--- src/sv/sts_pkg.sv ---
// Shared constants and codes of the SRAM test sequencer.
package sts_pkg;

   // Widths of bytes, masks, codes and registers
   localparam int DATA_W   = 8;
   localparam int AMASK_W  = 16;
   localparam int CMD_W    = 2;
   localparam int PART_W   = 3;
   localparam int CSR_IDX_W = 2;
   localparam int CSR_W    = 11;

   // Command codes on the result channel
   localparam logic [CMD_W-1:0] CMD_IDLE  = 2'd0;
   localparam logic [CMD_W-1:0] CMD_WRITE = 2'd1;
   localparam logic [CMD_W-1:0] CMD_READ  = 2'd2;
   localparam logic [CMD_W-1:0] CMD_DONE  = 2'd3;

   // Test part codes reported with each operation
   localparam logic [PART_W-1:0] TP_DATA   = 3'd0;
   localparam logic [PART_W-1:0] TP_ADDR   = 3'd1;
   localparam logic [PART_W-1:0] TP_FILL   = 3'd2;
   localparam logic [PART_W-1:0] TP_CHECK1 = 3'd3;
   localparam logic [PART_W-1:0] TP_CHECK2 = 3'd4;

   // Register indexes
   localparam logic [CSR_IDX_W-1:0] CSR_TOP   = 2'd0;
   localparam logic [CSR_IDX_W-1:0] CSR_BG    = 2'd1;
   localparam logic [CSR_IDX_W-1:0] CSR_PROBE = 2'd2;

   // Register reset values
   localparam logic [CSR_W-1:0]  TOP_RESET   = 11'h7FF;
   localparam logic [DATA_W-1:0] BG_RESET    = 8'hAA;
   localparam logic [DATA_W-1:0] PROBE_RESET = 8'h55;

   // Address-line mask entry while address zero is probed
   localparam logic [AMASK_W-1:0] ZERO_LIGHTS = 16'hF000;

endpackage

--- src/sv/sram_test_sequencer.sv ---
// Top level of the SRAM test sequencer: input register, step core, result register, CSRs.
//
//  channel   | ports                         | role
//  ----------+-------------------------------+-------------------------------------
//  request   | req_valid/req_ready, req_*    | step command and returned read byte
//  response  | rsp_valid/rsp_ready, rsp_*    | next memory operation and check result
//  csr       | csr_we, csr_index, csr_wdata  | top address, background, probe pattern
//
// One transfer in gives one transfer out; a new request is taken every cycle
// while no stalled response holds the request register. The request is registered,
// then the step logic loads the response register.
// Reset clears the test state and loads the register defaults.
// A stalled response holds; the request register takes one more transfer, then
// req_ready stays low until the response is taken.
module sram_test_sequencer #(
   parameter int ADDR_BITS = 11
) (
   input  logic                              clock,
   input  logic                              reset,
   input  logic                              req_valid,
   output logic                              req_ready,
   input  logic                              req_mode,
   input  logic [sts_pkg::DATA_W-1:0]        req_read_data,
   output logic                              rsp_valid,
   input  logic                              rsp_ready,
   output logic [sts_pkg::CMD_W-1:0]         rsp_command,
   output logic [ADDR_BITS-1:0]              rsp_mem_address,
   output logic [sts_pkg::DATA_W-1:0]        rsp_write_value,
   output logic                              rsp_mismatch,
   output logic [sts_pkg::DATA_W-1:0]        rsp_golden_value,
   output logic [sts_pkg::DATA_W-1:0]        rsp_observed_value,
   output logic [ADDR_BITS-1:0]              rsp_failed_address,
   output logic [sts_pkg::PART_W-1:0]        rsp_test_part,
   output logic [sts_pkg::DATA_W-1:0]        rsp_data_bus_fails,
   output logic [sts_pkg::AMASK_W-1:0]       rsp_address_bus_fails,
   input  logic                              csr_we,
   input  logic [sts_pkg::CSR_IDX_W-1:0]     csr_index,
   input  logic [sts_pkg::CSR_W-1:0]         csr_wdata
);

   localparam int TW = (ADDR_BITS > sts_pkg::CSR_W) ? ADDR_BITS : sts_pkg::CSR_W;
   localparam logic [TW-1:0] TOP_RESET_W = TW'(sts_pkg::TOP_RESET);

   logic [ADDR_BITS-1:0]          top_ff, top_in;
   logic [sts_pkg::DATA_W-1:0]    bg_ff, bg_in;
   logic [sts_pkg::DATA_W-1:0]    probe_ff, probe_in;
   logic [TW-1:0]                 wdata_w;

   logic                          in_v_ff, in_v_in;
   logic                          in_mode_ff, in_mode_in;
   logic [sts_pkg::DATA_W-1:0]    in_rd_ff, in_rd_in;
   logic                          out_v_ff, out_v_in;
   logic                          advance;
   logic                          req_fire;

   logic [sts_pkg::CMD_W-1:0]     res_command;
   logic [ADDR_BITS-1:0]          res_mem_address;
   logic [sts_pkg::DATA_W-1:0]    res_write_value;
   logic                          res_mismatch;
   logic [sts_pkg::DATA_W-1:0]    res_golden_value;
   logic [sts_pkg::DATA_W-1:0]    res_observed_value;
   logic [ADDR_BITS-1:0]          res_failed_address;
   logic [sts_pkg::PART_W-1:0]    res_test_part;
   logic [sts_pkg::DATA_W-1:0]    res_data_bus_fails;
   logic [sts_pkg::AMASK_W-1:0]   res_address_bus_fails;

   logic [sts_pkg::CMD_W-1:0]     cmd_ff, cmd_in;
   logic [ADDR_BITS-1:0]          maddr_ff, maddr_in;
   logic [sts_pkg::DATA_W-1:0]    wval_ff, wval_in;
   logic                          mis_ff, mis_in;
   logic [sts_pkg::DATA_W-1:0]    exp_ff, exp_in;
   logic [sts_pkg::DATA_W-1:0]    obs_ff, obs_in;
   logic [ADDR_BITS-1:0]          faddr_ff, faddr_in;
   logic [sts_pkg::PART_W-1:0]    part_ff, part_in;
   logic [sts_pkg::DATA_W-1:0]    dfail_ff, dfail_in;
   logic [sts_pkg::AMASK_W-1:0]   afail_ff, afail_in;

   // Register writes; top address cut to the address width
   assign wdata_w = TW'(csr_wdata);
   always_comb begin
      top_in   = top_ff;
      bg_in    = bg_ff;
      probe_in = probe_ff;
      if (csr_we) begin
         case (csr_index)
            sts_pkg::CSR_TOP:   top_in   = wdata_w[ADDR_BITS-1:0];
            sts_pkg::CSR_BG:    bg_in    = csr_wdata[sts_pkg::DATA_W-1:0];
            sts_pkg::CSR_PROBE: probe_in = csr_wdata[sts_pkg::DATA_W-1:0];
            default: ;
         endcase
      end
   end

   // Handshake: request register moves on when the response slot is free
   assign advance   = in_v_ff && (!out_v_ff || rsp_ready);
   assign req_ready = !in_v_ff || advance;
   assign req_fire  = req_valid && req_ready;

   assign in_v_in    = req_fire ? 1'b1 : (advance ? 1'b0 : in_v_ff);
   assign in_mode_in = req_fire ? req_mode : in_mode_ff;
   assign in_rd_in   = req_fire ? req_read_data : in_rd_ff;
   assign out_v_in   = advance ? 1'b1 : (rsp_ready ? 1'b0 : out_v_ff);

   sts_core #(
      .ADDR_BITS (ADDR_BITS)
   ) u_core (
      .clock                 (clock),
      .reset                 (reset),
      .fire                  (advance),
      .mode                  (in_mode_ff),
      .read_data             (in_rd_ff),
      .top_address           (top_ff),
      .background_pattern    (bg_ff),
      .probe_pattern         (probe_ff),
      .res_command           (res_command),
      .res_mem_address       (res_mem_address),
      .res_write_value       (res_write_value),
      .res_mismatch          (res_mismatch),
      .res_golden_value      (res_golden_value),
      .res_observed_value    (res_observed_value),
      .res_failed_address    (res_failed_address),
      .res_test_part         (res_test_part),
      .res_data_bus_fails    (res_data_bus_fails),
      .res_address_bus_fails (res_address_bus_fails)
   );

   // Response payload loads on each step
   assign cmd_in   = advance ? res_command           : cmd_ff;
   assign maddr_in = advance ? res_mem_address       : maddr_ff;
   assign wval_in  = advance ? res_write_value       : wval_ff;
   assign mis_in   = advance ? res_mismatch          : mis_ff;
   assign exp_in   = advance ? res_golden_value      : exp_ff;
   assign obs_in   = advance ? res_observed_value    : obs_ff;
   assign faddr_in = advance ? res_failed_address    : faddr_ff;
   assign part_in  = advance ? res_test_part         : part_ff;
   assign dfail_in = advance ? res_data_bus_fails    : dfail_ff;
   assign afail_in = advance ? res_address_bus_fails : afail_ff;

   // Control and CSR registers
   always_ff @(posedge clock) begin
      if (reset) begin
         in_v_ff  <= 1'b0;
         out_v_ff <= 1'b0;
         top_ff   <= TOP_RESET_W[ADDR_BITS-1:0];
         bg_ff    <= sts_pkg::BG_RESET;
         probe_ff <= sts_pkg::PROBE_RESET;
      end else begin
         in_v_ff  <= in_v_in;
         out_v_ff <= out_v_in;
         top_ff   <= top_in;
         bg_ff    <= bg_in;
         probe_ff <= probe_in;
      end
   end

   // Payload registers
   always_ff @(posedge clock) begin
      in_mode_ff <= in_mode_in;
      in_rd_ff   <= in_rd_in;
      cmd_ff     <= cmd_in;
      maddr_ff   <= maddr_in;
      wval_ff    <= wval_in;
      mis_ff     <= mis_in;
      exp_ff     <= exp_in;
      obs_ff     <= obs_in;
      faddr_ff   <= faddr_in;
      part_ff    <= part_in;
      dfail_ff   <= dfail_in;
      afail_ff   <= afail_in;
   end

   assign rsp_valid             = out_v_ff;
   assign rsp_command           = cmd_ff;
   assign rsp_mem_address       = maddr_ff;
   assign rsp_write_value       = wval_ff;
   assign rsp_mismatch          = mis_ff;
   assign rsp_golden_value      = exp_ff;
   assign rsp_observed_value    = obs_ff;
   assign rsp_failed_address    = faddr_ff;
   assign rsp_test_part         = part_ff;
   assign rsp_data_bus_fails    = dfail_ff;
   assign rsp_address_bus_fails = afail_ff;

endmodule

--- src/sv/sts_core.sv ---
// Test sequencer state and the step logic that issues one memory operation.
module sts_core #(
   parameter int ADDR_BITS = 11
) (
   input  logic                              clock,
   input  logic                              reset,
   input  logic                              fire,
   input  logic                              mode,
   input  logic [sts_pkg::DATA_W-1:0]        read_data,
   input  logic [ADDR_BITS-1:0]              top_address,
   input  logic [sts_pkg::DATA_W-1:0]        background_pattern,
   input  logic [sts_pkg::DATA_W-1:0]        probe_pattern,
   output logic [sts_pkg::CMD_W-1:0]         res_command,
   output logic [ADDR_BITS-1:0]              res_mem_address,
   output logic [sts_pkg::DATA_W-1:0]        res_write_value,
   output logic                              res_mismatch,
   output logic [sts_pkg::DATA_W-1:0]        res_golden_value,
   output logic [sts_pkg::DATA_W-1:0]        res_observed_value,
   output logic [ADDR_BITS-1:0]              res_failed_address,
   output logic [sts_pkg::PART_W-1:0]        res_test_part,
   output logic [sts_pkg::DATA_W-1:0]        res_data_bus_fails,
   output logic [sts_pkg::AMASK_W-1:0]       res_address_bus_fails
);

   localparam int CNT_W = (ADDR_BITS > 5) ? ADDR_BITS : 5;
   localparam int PRB_W = $clog2(ADDR_BITS + 1);
   localparam int INC_W = (ADDR_BITS + 1 > sts_pkg::DATA_W) ? ADDR_BITS + 1 : sts_pkg::DATA_W;
   localparam logic [CNT_W-1:0] LAST_POS = CNT_W'(ADDR_BITS);
   localparam logic [PRB_W-1:0] LAST_PRB = PRB_W'(ADDR_BITS);
   localparam logic [ADDR_BITS-1:0] TOP_BIT = {1'b1, {(ADDR_BITS-1){1'b0}}};

   typedef enum logic [2:0] {
      PS_DATA, PS_ADDR, PS_FILL, PS_CHECK1, PS_CHECK2, PS_DONE
   } part_type;

   // Address of a probe position: highest line first, address zero past the last line
   function automatic logic [ADDR_BITS-1:0] pos_addr(input logic [CNT_W-1:0] q);
      pos_addr = TOP_BIT >> q;
   endfunction

   part_type                      part_ff, part_in;
   logic [CNT_W-1:0]              cnt_ff, cnt_in;
   logic [PRB_W-1:0]              probe_ff, probe_in;
   logic [1:0]                    sub_ff, sub_in;
   logic                          pend_ff, pend_in;
   logic                          pend_data_ff, pend_data_in;
   logic                          pend_abus_ff, pend_abus_in;
   logic [sts_pkg::DATA_W-1:0]    pend_exp_ff, pend_exp_in;
   logic [ADDR_BITS-1:0]          pend_addr_ff, pend_addr_in;
   logic [sts_pkg::AMASK_W-1:0]   pend_lights_ff, pend_lights_in;
   logic [sts_pkg::DATA_W-1:0]    dmask_ff, dmask_in;
   logic [sts_pkg::AMASK_W-1:0]   amask_ff, amask_in;

   logic [ADDR_BITS-1:0]          lin_addr;
   logic [INC_W-1:0]              inc;
   logic [sts_pkg::DATA_W-1:0]    walk;
   logic                          is_read;
   logic [sts_pkg::DATA_W-1:0]    r_exp;
   logic [sts_pkg::AMASK_W-1:0]   r_lights;
   logic                          at_top;

   assign lin_addr = cnt_ff[ADDR_BITS-1:0];
   assign inc      = INC_W'(lin_addr) + INC_W'(1);
   assign walk     = sts_pkg::DATA_W'(1) << cnt_ff[2:0];
   assign at_top   = (lin_addr >= top_address);

   // Check the returned byte, then issue the next operation
   always_comb begin
      part_in        = part_ff;
      cnt_in         = cnt_ff;
      probe_in       = probe_ff;
      sub_in         = sub_ff;
      pend_in        = pend_ff;
      pend_data_in   = pend_data_ff;
      pend_abus_in   = pend_abus_ff;
      pend_exp_in    = pend_exp_ff;
      pend_addr_in   = pend_addr_ff;
      pend_lights_in = pend_lights_ff;
      dmask_in       = dmask_ff;
      amask_in       = amask_ff;
      res_command        = sts_pkg::CMD_IDLE;
      res_mem_address    = '0;
      res_write_value    = '0;
      res_mismatch       = 1'b0;
      res_golden_value   = '0;
      res_observed_value = '0;
      res_failed_address = '0;
      res_test_part      = sts_pkg::TP_DATA;
      is_read  = 1'b0;
      r_exp    = '0;
      r_lights = '0;
      if (!mode) begin
         // restart: test state back to its reset values
         part_in        = PS_DATA;
         cnt_in         = '0;
         probe_in       = '0;
         sub_in         = '0;
         pend_in        = 1'b0;
         pend_data_in   = 1'b0;
         pend_abus_in   = 1'b0;
         pend_exp_in    = '0;
         pend_addr_in   = '0;
         pend_lights_in = '0;
         dmask_in       = '0;
         amask_in       = '0;
      end else begin
         // check of the read issued last time
         if (pend_ff) begin
            res_golden_value   = pend_exp_ff;
            res_observed_value = read_data;
            res_failed_address = pend_addr_ff;
            if (pend_exp_ff != read_data) begin
               res_mismatch = 1'b1;
               if (pend_data_ff) begin
                  dmask_in = dmask_ff | pend_exp_ff;
               end
               if (pend_abus_ff) begin
                  amask_in = amask_ff | pend_lights_ff;
               end
            end
            pend_in = 1'b0;
         end
         case (part_ff)
            PS_DATA: begin
               res_test_part = sts_pkg::TP_DATA;
               if (sub_ff == 2'd0) begin
                  res_command     = sts_pkg::CMD_WRITE;
                  res_write_value = walk;
                  sub_in          = 2'd1;
                  cnt_in          = CNT_W'(cnt_ff[2:0]);
               end else begin
                  is_read = 1'b1;
                  r_exp   = walk;
                  sub_in  = 2'd0;
                  cnt_in  = CNT_W'(cnt_ff[2:0]) + CNT_W'(1);
                  if (cnt_ff[2:0] == 3'd7) begin
                     part_in  = PS_ADDR;
                     cnt_in   = '0;
                     probe_in = '0;
                  end
               end
            end
            PS_ADDR: begin
               res_test_part = sts_pkg::TP_ADDR;
               if (sub_ff == 2'd0) begin
                  // background at every probe position
                  res_command     = sts_pkg::CMD_WRITE;
                  res_mem_address = pos_addr(cnt_ff);
                  res_write_value = background_pattern;
                  cnt_in          = cnt_ff + CNT_W'(1);
                  if (cnt_ff == LAST_POS) begin
                     cnt_in = '0;
                     sub_in = 2'd1;
                  end
               end else if (sub_ff == 2'd1) begin
                  res_command     = sts_pkg::CMD_WRITE;
                  res_mem_address = pos_addr(CNT_W'(probe_ff));
                  res_write_value = probe_pattern;
                  cnt_in          = '0;
                  sub_in          = 2'd2;
               end else begin
                  // read back all positions
                  is_read         = 1'b1;
                  res_mem_address = pos_addr(cnt_ff);
                  r_exp    = (cnt_ff == CNT_W'(probe_ff)) ? probe_pattern : background_pattern;
                  r_lights = (probe_ff == LAST_PRB) ? sts_pkg::ZERO_LIGHTS
                                                    : sts_pkg::AMASK_W'(pos_addr(CNT_W'(probe_ff)));
                  cnt_in = cnt_ff + CNT_W'(1);
                  if (cnt_ff == LAST_POS) begin
                     cnt_in   = '0;
                     sub_in   = 2'd0;
                     probe_in = probe_ff + PRB_W'(1);
                     if (probe_ff == LAST_PRB) begin
                        part_in  = PS_FILL;
                        probe_in = '0;
                     end
                  end
               end
            end
            PS_FILL: begin
               res_test_part   = sts_pkg::TP_FILL;
               res_command     = sts_pkg::CMD_WRITE;
               res_mem_address = lin_addr;
               res_write_value = inc[sts_pkg::DATA_W-1:0];
               if (at_top) begin
                  part_in = PS_CHECK1;
                  cnt_in  = '0;
                  sub_in  = 2'd0;
               end else begin
                  cnt_in = CNT_W'(lin_addr) + CNT_W'(1);
               end
            end
            PS_CHECK1: begin
               res_test_part   = sts_pkg::TP_CHECK1;
               res_mem_address = lin_addr;
               if (sub_ff == 2'd0) begin
                  is_read = 1'b1;
                  r_exp   = inc[sts_pkg::DATA_W-1:0];
                  sub_in  = 2'd1;
               end else begin
                  res_command     = sts_pkg::CMD_WRITE;
                  res_write_value = ~inc[sts_pkg::DATA_W-1:0];
                  sub_in          = 2'd0;
                  if (at_top) begin
                     part_in = PS_CHECK2;
                     cnt_in  = '0;
                  end else begin
                     cnt_in = CNT_W'(lin_addr) + CNT_W'(1);
                  end
               end
            end
            PS_CHECK2: begin
               res_test_part   = sts_pkg::TP_CHECK2;
               res_mem_address = lin_addr;
               is_read         = 1'b1;
               r_exp           = ~inc[sts_pkg::DATA_W-1:0];
               if (at_top) begin
                  part_in = PS_DONE;
                  cnt_in  = '0;
               end else begin
                  cnt_in = CNT_W'(lin_addr) + CNT_W'(1);
               end
            end
            default: begin
               part_in       = PS_DONE;
               res_command   = sts_pkg::CMD_DONE;
               res_test_part = sts_pkg::TP_CHECK2;
            end
         endcase
         // a read leaves its expectation for the next step
         if (is_read) begin
            res_command    = sts_pkg::CMD_READ;
            pend_in        = 1'b1;
            pend_exp_in    = r_exp;
            pend_addr_in   = res_mem_address;
            pend_data_in   = (part_ff == PS_DATA);
            pend_abus_in   = (part_ff == PS_ADDR);
            pend_lights_in = r_lights;
         end
      end
      res_data_bus_fails    = dmask_in;
      res_address_bus_fails = amask_in;
   end

   // State and pending-read registers
   always_ff @(posedge clock) begin
      if (reset) begin
         part_ff        <= PS_DATA;
         cnt_ff         <= '0;
         probe_ff       <= '0;
         sub_ff         <= '0;
         pend_ff        <= 1'b0;
         pend_data_ff   <= 1'b0;
         pend_abus_ff   <= 1'b0;
         pend_exp_ff    <= '0;
         pend_addr_ff   <= '0;
         pend_lights_ff <= '0;
         dmask_ff       <= '0;
         amask_ff       <= '0;
      end else if (fire) begin
         part_ff        <= part_in;
         cnt_ff         <= cnt_in;
         probe_ff       <= probe_in;
         sub_ff         <= sub_in;
         pend_ff        <= pend_in;
         pend_data_ff   <= pend_data_in;
         pend_abus_ff   <= pend_abus_in;
         pend_exp_ff    <= pend_exp_in;
         pend_addr_ff   <= pend_addr_in;
         pend_lights_ff <= pend_lights_in;
         dmask_ff       <= dmask_in;
         amask_ff       <= amask_in;
      end
   end

   // restart leaves no read pending and the data bus part ahead
   a_restart: assert property (@(posedge clock) disable iff (reset)
      fire && !mode |=> part_ff == PS_DATA && !pend_ff && dmask_ff == '0 && amask_ff == '0)
      else $error("restart did not clear the test state");

   // every issued read is marked pending for the next step
   a_read_pending: assert property (@(posedge clock) disable iff (reset)
      fire && mode && res_command == sts_pkg::CMD_READ |=> pend_ff)
      else $error("issued read not marked pending");

   // a mismatch needs a read to check
   a_mismatch_src: assert property (@(posedge clock) disable iff (reset)
      res_mismatch |-> pend_ff && mode)
      else $error("mismatch without a pending read");

   // fail masks only gain bits while the test advances
   a_mask_grows: assert property (@(posedge clock) disable iff (reset)
      fire && mode |=> (dmask_ff & $past(dmask_ff)) == $past(dmask_ff)
                       && (amask_ff & $past(amask_ff)) == $past(amask_ff))
      else $error("fail mask lost a bit");

endmodule
--- config.mk ---
export PLATFORM = sky130hd
export DESIGN_NAME = sram_test_sequencer
export DESIGN_NICKNAME = d
export VERILOG_FILES = /design/src/sv/sts_pkg.sv /design/src/sv/sram_test_sequencer.sv /design/src/sv/sts_core.sv
export SDC_FILE = /design/constraint.sdc
export NUM_CORES = 1
export LEC_CHECK = 0
export BUFFER_PORTS_ARGS = -buffer_cell sky130_fd_sc_hd__buf_2
export CELL_PAD_IN_SITES_DETAIL_PLACEMENT = 0
export CELL_PAD_IN_SITES_GLOBAL_PLACEMENT = 1
export CORE_MARGIN = 4
export CORE_UTILIZATION = 49
export CTS_CLUSTER_DIAMETER = 40
export DETAILED_ROUTE_END_ITERATION = 8
export PLACE_DENSITY = 0.92
export SYNTH_ARGS = -nofsm -noshare
export SYNTH_HDL_FRONTEND = slang
export SYNTH_SLANG_ARGS = --single-unit
--- constraint.sdc ---
create_clock -name clock -period 5.1 [get_ports clock]
set_input_delay 0 -clock clock [delete_from_list [all_inputs] [get_ports clock]]
set_output_delay 0 -clock clock [all_outputs]
set_load 0.01 [all_outputs]
# ---- After elaboration in Yosys (flattened, before gate mapping)
# Cells that the tools add are included.
dict set report op_classes {
  reduce_logical 25
  shifts 3
  muxes 92
  bitwise 4
  magnitude_cmp 1
  n_eq_ne 28
  add_sub_neg 4
}
# cell count
set ops {}
lappend ops {{$mux W16} 10}
lappend ops {{$mux W11} 12}
lappend ops {{$mux W8} 15}
lappend ops {{$pmux W8 S4} 2}
lappend ops {{$pmux W11 S4} 1}
lappend ops {{$mux W3} 11}
lappend ops {{$mux W4} 7}
lappend ops {{$pmux W11 S2} 1}
lappend ops {{$mux W1} 19}
lappend ops {{$ne A3 B2 Y1 const B} 6}
lappend ops {{$mux W2} 8}
lappend ops {{$or A16 B16 Y16} 1}
lappend ops {{$pmux W3 S5} 1}
lappend ops {{$ne A3 B3 Y1 const B} 4}
lappend ops {{$pmux W3 S4} 1}
lappend ops {{$add A11 B1 Y11 const B} 1}
lappend ops {{$eq A11 B4 Y1} 1}
lappend ops {{$eq A11 B4 Y1 const B} 1}
lappend ops {{$ge A11 B11 Y1} 1}
lappend ops {{$reduce_and A11 Y1} 1}
lappend ops {{$shr A11 B11 Y11 const A} 1}
lappend ops {{$shr A11 B4 Y11 const A} 1}
lappend ops {{$pmux W2 S5} 1}
lappend ops {{$reduce_and A2 Y1} 5}
lappend ops {{34 further kinds} 45}
dict set report totals {
  reg_bits 196
  out_inout_bits 78
  word_cells 188
  inputBits 27
}

# ---- Depth between registers and ports, before layout
dict set report depth {
  word_depth 7
  depth_mapped 10
  depth_no_buf 8
}

# ---- Modules after synthesis
# Synthesis repeated with hierarchy kept, for this count alone.
dict set report unflattened {
  hier_cells 914
  hier_area_um2 9162.5
}
# mod seq_area_each_um2 area_each_um2 instances cells_each
set by_module_without_submodules {}
lappend by_module_without_submodules {sts_core 1561.5 5415.2 1 707}
lappend by_module_without_submodules {sram_test_sequencer 3133.0 3747.3 1 207}

# ---- Worst setup path before layout
# No wires, ideal clock.
dict set report synth_timing {
  kind {register to register}
  start {reg out_v_ff (netlist: rsp_valid)}
  end {reg u_core.probe_ff[1]}
  period_less_slack_ps 3550
  setup_ps 65
  required_ps 5035
  path_stages_with_launch 9
  arrival_time_ps 3485
  setup_slack_ps 1550
  n_path_buf 1
  cell_sequence {dfxtp_1 -> nor2b_1 -> nand2b_1 -> clkbuf_1 -> inv_1 -> nand2b_1 -> a211oi_4 -> mux2_4 -> nor2_1}
}
dict set report synth_between {
  elab_chain_len 4
}
# element line_no
set synth_lines {}
lappend synth_lines {{from (decl)} sram_test_sequencer.sv:52} ;# logic out_v_ff, out_v_in;
lappend synth_lines {{from (signal assigned)} sram_test_sequencer.sv:149} ;# out_v_ff <= out_v_in;
lappend synth_lines {{$logic_not A1 Y1} sram_test_sequencer.sv:95} ;# assign advance = in_v_ff && (!out_v_ff || rsp_ready);
lappend synth_lines {{$logic_or A1 B1 Y1} sram_test_sequencer.sv:95}
lappend synth_lines {{$logic_and A1 B1 Y1} sram_test_sequencer.sv:95}
lappend synth_lines {{net advance} sram_test_sequencer.sv:53} ;# logic advance;
lappend synth_lines {{$reduce_and A7 Y1 (no line)} n/a}
lappend synth_lines {{to (signal assigned)} sts_core.sv:263} ;# probe_ff <= probe_in;
lappend synth_lines {{to (decl)} sts_core.sv:43} ;# logic [PRB_W-1:0] probe_ff, probe_in;
# The timed path passes the listed nets, and every way through them passes these cells.
# A chain may end at the register's enable or synchronous reset.

# ---- Worst setup path in the final report
dict set report layout_timing {
  start {reg u_core.part_ff[2]}
  end {reg u_core.pend_addr_ff[7]}
}
dict set report layout_between {
  elab_chain_len 5
  elab_cells_between_ends 13
  cone_classes {eq/ne (5); mux (5); reduce/logical (3)}
}
# element line_no
set layout_lines {}
lappend layout_lines {{from (decl)} sts_core.sv:41} ;# part_type part_ff, part_in;
lappend layout_lines {{from (signal assigned)} sts_core.sv:261} ;# part_ff <= part_in;
lappend layout_lines {{$eq A3 B3 Y1, or another cell as far along} sts_core.sv:123} ;# case (part_ff)
lappend layout_lines {{$pmux W1 S4 / $reduce_or A3 Y1 (equally long branches)} n/a}
lappend layout_lines {{$mux W1 / $pmux W11 S2 (equally long branches)} {sts_core.sv:92, sts_core.sv:123}}
lappend layout_lines {{$ne A2 B1 Y1 (no line) / $mux W11 (equally long branches)} n/a}
lappend layout_lines {{$reduce_and A2 Y1 (no line) / $mux W11 (equally long branches)} n/a}
lappend layout_lines {{to (signal assigned)} sts_core.sv:269} ;# pend_addr_ff <= pend_addr_in;
lappend layout_lines {{to (decl)} sts_core.sv:49} ;# logic [ADDR_BITS-1:0] pend_addr_ff, pend_addr_in;
# Several ways; a longest one is shown, not always the timed one. The select of a mux whose other input is x is not followed.

==> flow_summary.toml <==
[timing]
finalSetupViolations = 0
skew_ps = 11.0
finalHoldViolCount = 0
tightest_slew_ps = 914
rsz0062_at_grt = "false"
slew_headroom_pct = 39.1
finalCritPeriodShare_pct = 58.1
slew_viol_final = 0
tns_ps = 0
fmax_mhz = 338
fin_crit_ps = 2960

[drt]
final_antenna_net_count = 0
drt-total-wl_um = 22700
avgViaCountPerCell = 5.88
via_count = 7256
drtIter0Drc = 749
wl_per_cell_um = 18.4
drc = 0
firstDrtPassIters = 5

[global_route]
grt_overflow = 0
grt_pass1_vias = 6779
grt_pass1_wl_um = 36500
track_usage_pct = 22.5
antenna_found_initial = 0
grt_start_max_net_pins = 80

[logic_synthesis]
post_synth_num_cell_types = 65
ys_warn_count = 0
synth.most_common_cell = "dfxtp_1"
synth_common_cells = "dfxtp_1, nor2_1, edfxtp_1"
synth_cells = 900
synth-edff-count = 85
yosysSeqAreaShare_pct = 52.2
synth.avg_cell_area_um2 = 9.99
synth-seq-cells = 192
synth_area_um2 = 8990
synth_top_area_share_pct = 28.4
synthTopCellsByArea = "edfxtp_1, dfxtp_1, nor2_1, a21oi_1, ha_1"
synth_top_area_cell = "edfxtp_1"
synthesis.nets = 950
ys.flop_type = "dfxtp_1"
synthArstFlopShare_pct = 0

[layout]
antenna_cells = 0
final_nets = 1042
fin_util_pct = 57.9
areaGrowthSynthToFinish_pct = 16.1
layout-drive-gt1-share_pct = 16.1

[worst_setup_path]
worst_setup_path_end_kind = "flop"
cp.required_ps = 5460
worstSetupPathType = "flop to flop"
crit_arrival_ps = 3320
crit_path_max_fanout = 24
crit_path_start_kind = "flop"

[clock_tree]
htreeDepth = 4
cts_made_buffers = 17
worstSkewPairLatency_ps = 440
cts_tree = "yes"
clk_pin_slew_ps = 80
cts-root-buf = "clkbuf_16"
cts_sinks = 192
cts.repair.resized = 0
cts_buffer_depth = 2

[placement]
io_buffers = 104
hpwl_um = 15700
routabilityCongestion = 0.985

[power_and_ir_drop]
p_leak_nw = 4.16
ir_drop_mv = 0.252
power_density_nw_per_um2 = 306

[worst_hold_path]
hp-class = "input port to flop"

[floorplanning]
io_pins = 105
initial_utilization_pct = 49.9
die_h_um = 143
die_x_um = 143
rows = 49
core_area_um2 = 18000
die-area_um2 = 20600

[status]
status = "completed"

[job]
drv_cap = 0
==> placed cells by master (no fill, tap or decap), drive strengths merged, types with 13 or more instances in the layout <==
master / count
nor2b: 27
ha: 23
inv: 41
nor2: 100
nand3: 18
dfxtp: 107
a21oi: 69
a22oi: 15
xnor2: 16
a211o: 19
mux2i: 24
clkbuf: 18
o21ai: 14
edfxtp: 85
and3: 31
a22o: 31
nand2b: 13
nor3: 20
dlygate4sd3: 24
buf: 112
nand2: 56
nand4: 13
==> what timing repair did <==
action	CTS	global route
hold buffers	24	0
setup buffers	0	0
hold endpoints to repair	40	0
==> per-layer routing <==
layer / GRT usage [%] / share of wire (%)
met1: 32.3 / 45
met2: 33.9 / 45
met3: 4.03 / 7.3
met4: 8.92 / 2.8
met5: 0 / 0
==> per-stage QoR <==
stage	total power, mW	hold slack [ps]	instance area [µm²]	worst slack [ps]	instances
final	3.19	125	10400	2140	1234
after global routing	3.31	168	10400	1940	1234
after CTS	3.21	112	10400	2210	1234
after detailed placement	1.90	178	9610	2220	1178
after global placement	1.89	178	9610	2310	1178
after floorplan	1.83	98.9	8990	1550	900
==> registers in the layout, indices dropped and copies added, names as in the netlist, 2 cells and up <==
register / flops
bg_ff: 8
in_rd_ff: 8
probe_ff: 8
rsp_address_bus_fails: 16
rsp_command: 2
rsp_data_bus_fails: 8
rsp_failed_address: 11
rsp_golden_value: 8
rsp_mem_address: 11
rsp_observed_value: 8
rsp_test_part: 3
rsp_write_value: 8
top_ff: 11
u_core.amask_ff: 16
u_core.cnt_ff: 11
u_core.dmask_ff: 8
u_core.part_ff: 3
u_core.pend_addr_ff: 11
u_core.pend_exp_ff: 8
u_core.pend_lights_ff: 12
u_core.probe_ff: 4
u_core.sub_ff: 2
==> cells by family after synthesis <==
group,Yosys count,synth area share [%]
AO/OA/AOI/OAI,225,17.7
XOR/XNOR,18,1.75
buffers and inverters,97,4.26
flip-flops,192,52.2
AND/OR/NAND/NOR,317,17.6
multiplexers,28,3.21
adder cells (fa/ha/maj),23,3.20
==> cell type report <==
cell class / instances / area [µm²]
Fill cell: 1522 / 7580
Sequential cell: 192 / 4690
Multi-Input combinational cell: 611 / 3920
Timing Repair Buffer: 136 / 821
Clock buffer: 18 / 429
Tap cell: 229 / 287
Clock inverter: 14 / 165
Inverter: 34 / 128
==> power breakdown <==
group          internal, mW  total (mW)  switching [mW]  leakage (nW)
Combinational        0.0803       0.215           0.135          2.19
Clock                 0.662        1.31           0.652         0.290
Sequential             1.64        1.66          0.0212          1.68
Total                  2.38        3.19           0.808          4.16
==> final timing paths <==
| path | from | slack [ps] | endpoint | cells past startpoint |
|---|---|---|---|---|
| worst max-delay path | u_core.part_ff[2] | 2140 | u_core.pend_addr_ff[7] | 6 |
| worst min-delay path | csr_index[1] | 120 | top_ff[10] | 5 |
| worst max register to register | u_core.part_ff[2] | 2140 | u_core.pend_addr_ff[7] | 6 |
| worst min register to register | u_core.pend_data_ff | 450 | u_core.pend_data_ff | 2 |
==> critical path, stage by stage, from the launching register on <==
cell      delay, ps
dfxtp_1         640
or3b_2          600
nand2_1         630
a22oi_1         200
a211oi_1        520
nand2_1         130
a21oi_1         160
(Power assumes the default switching activity.)
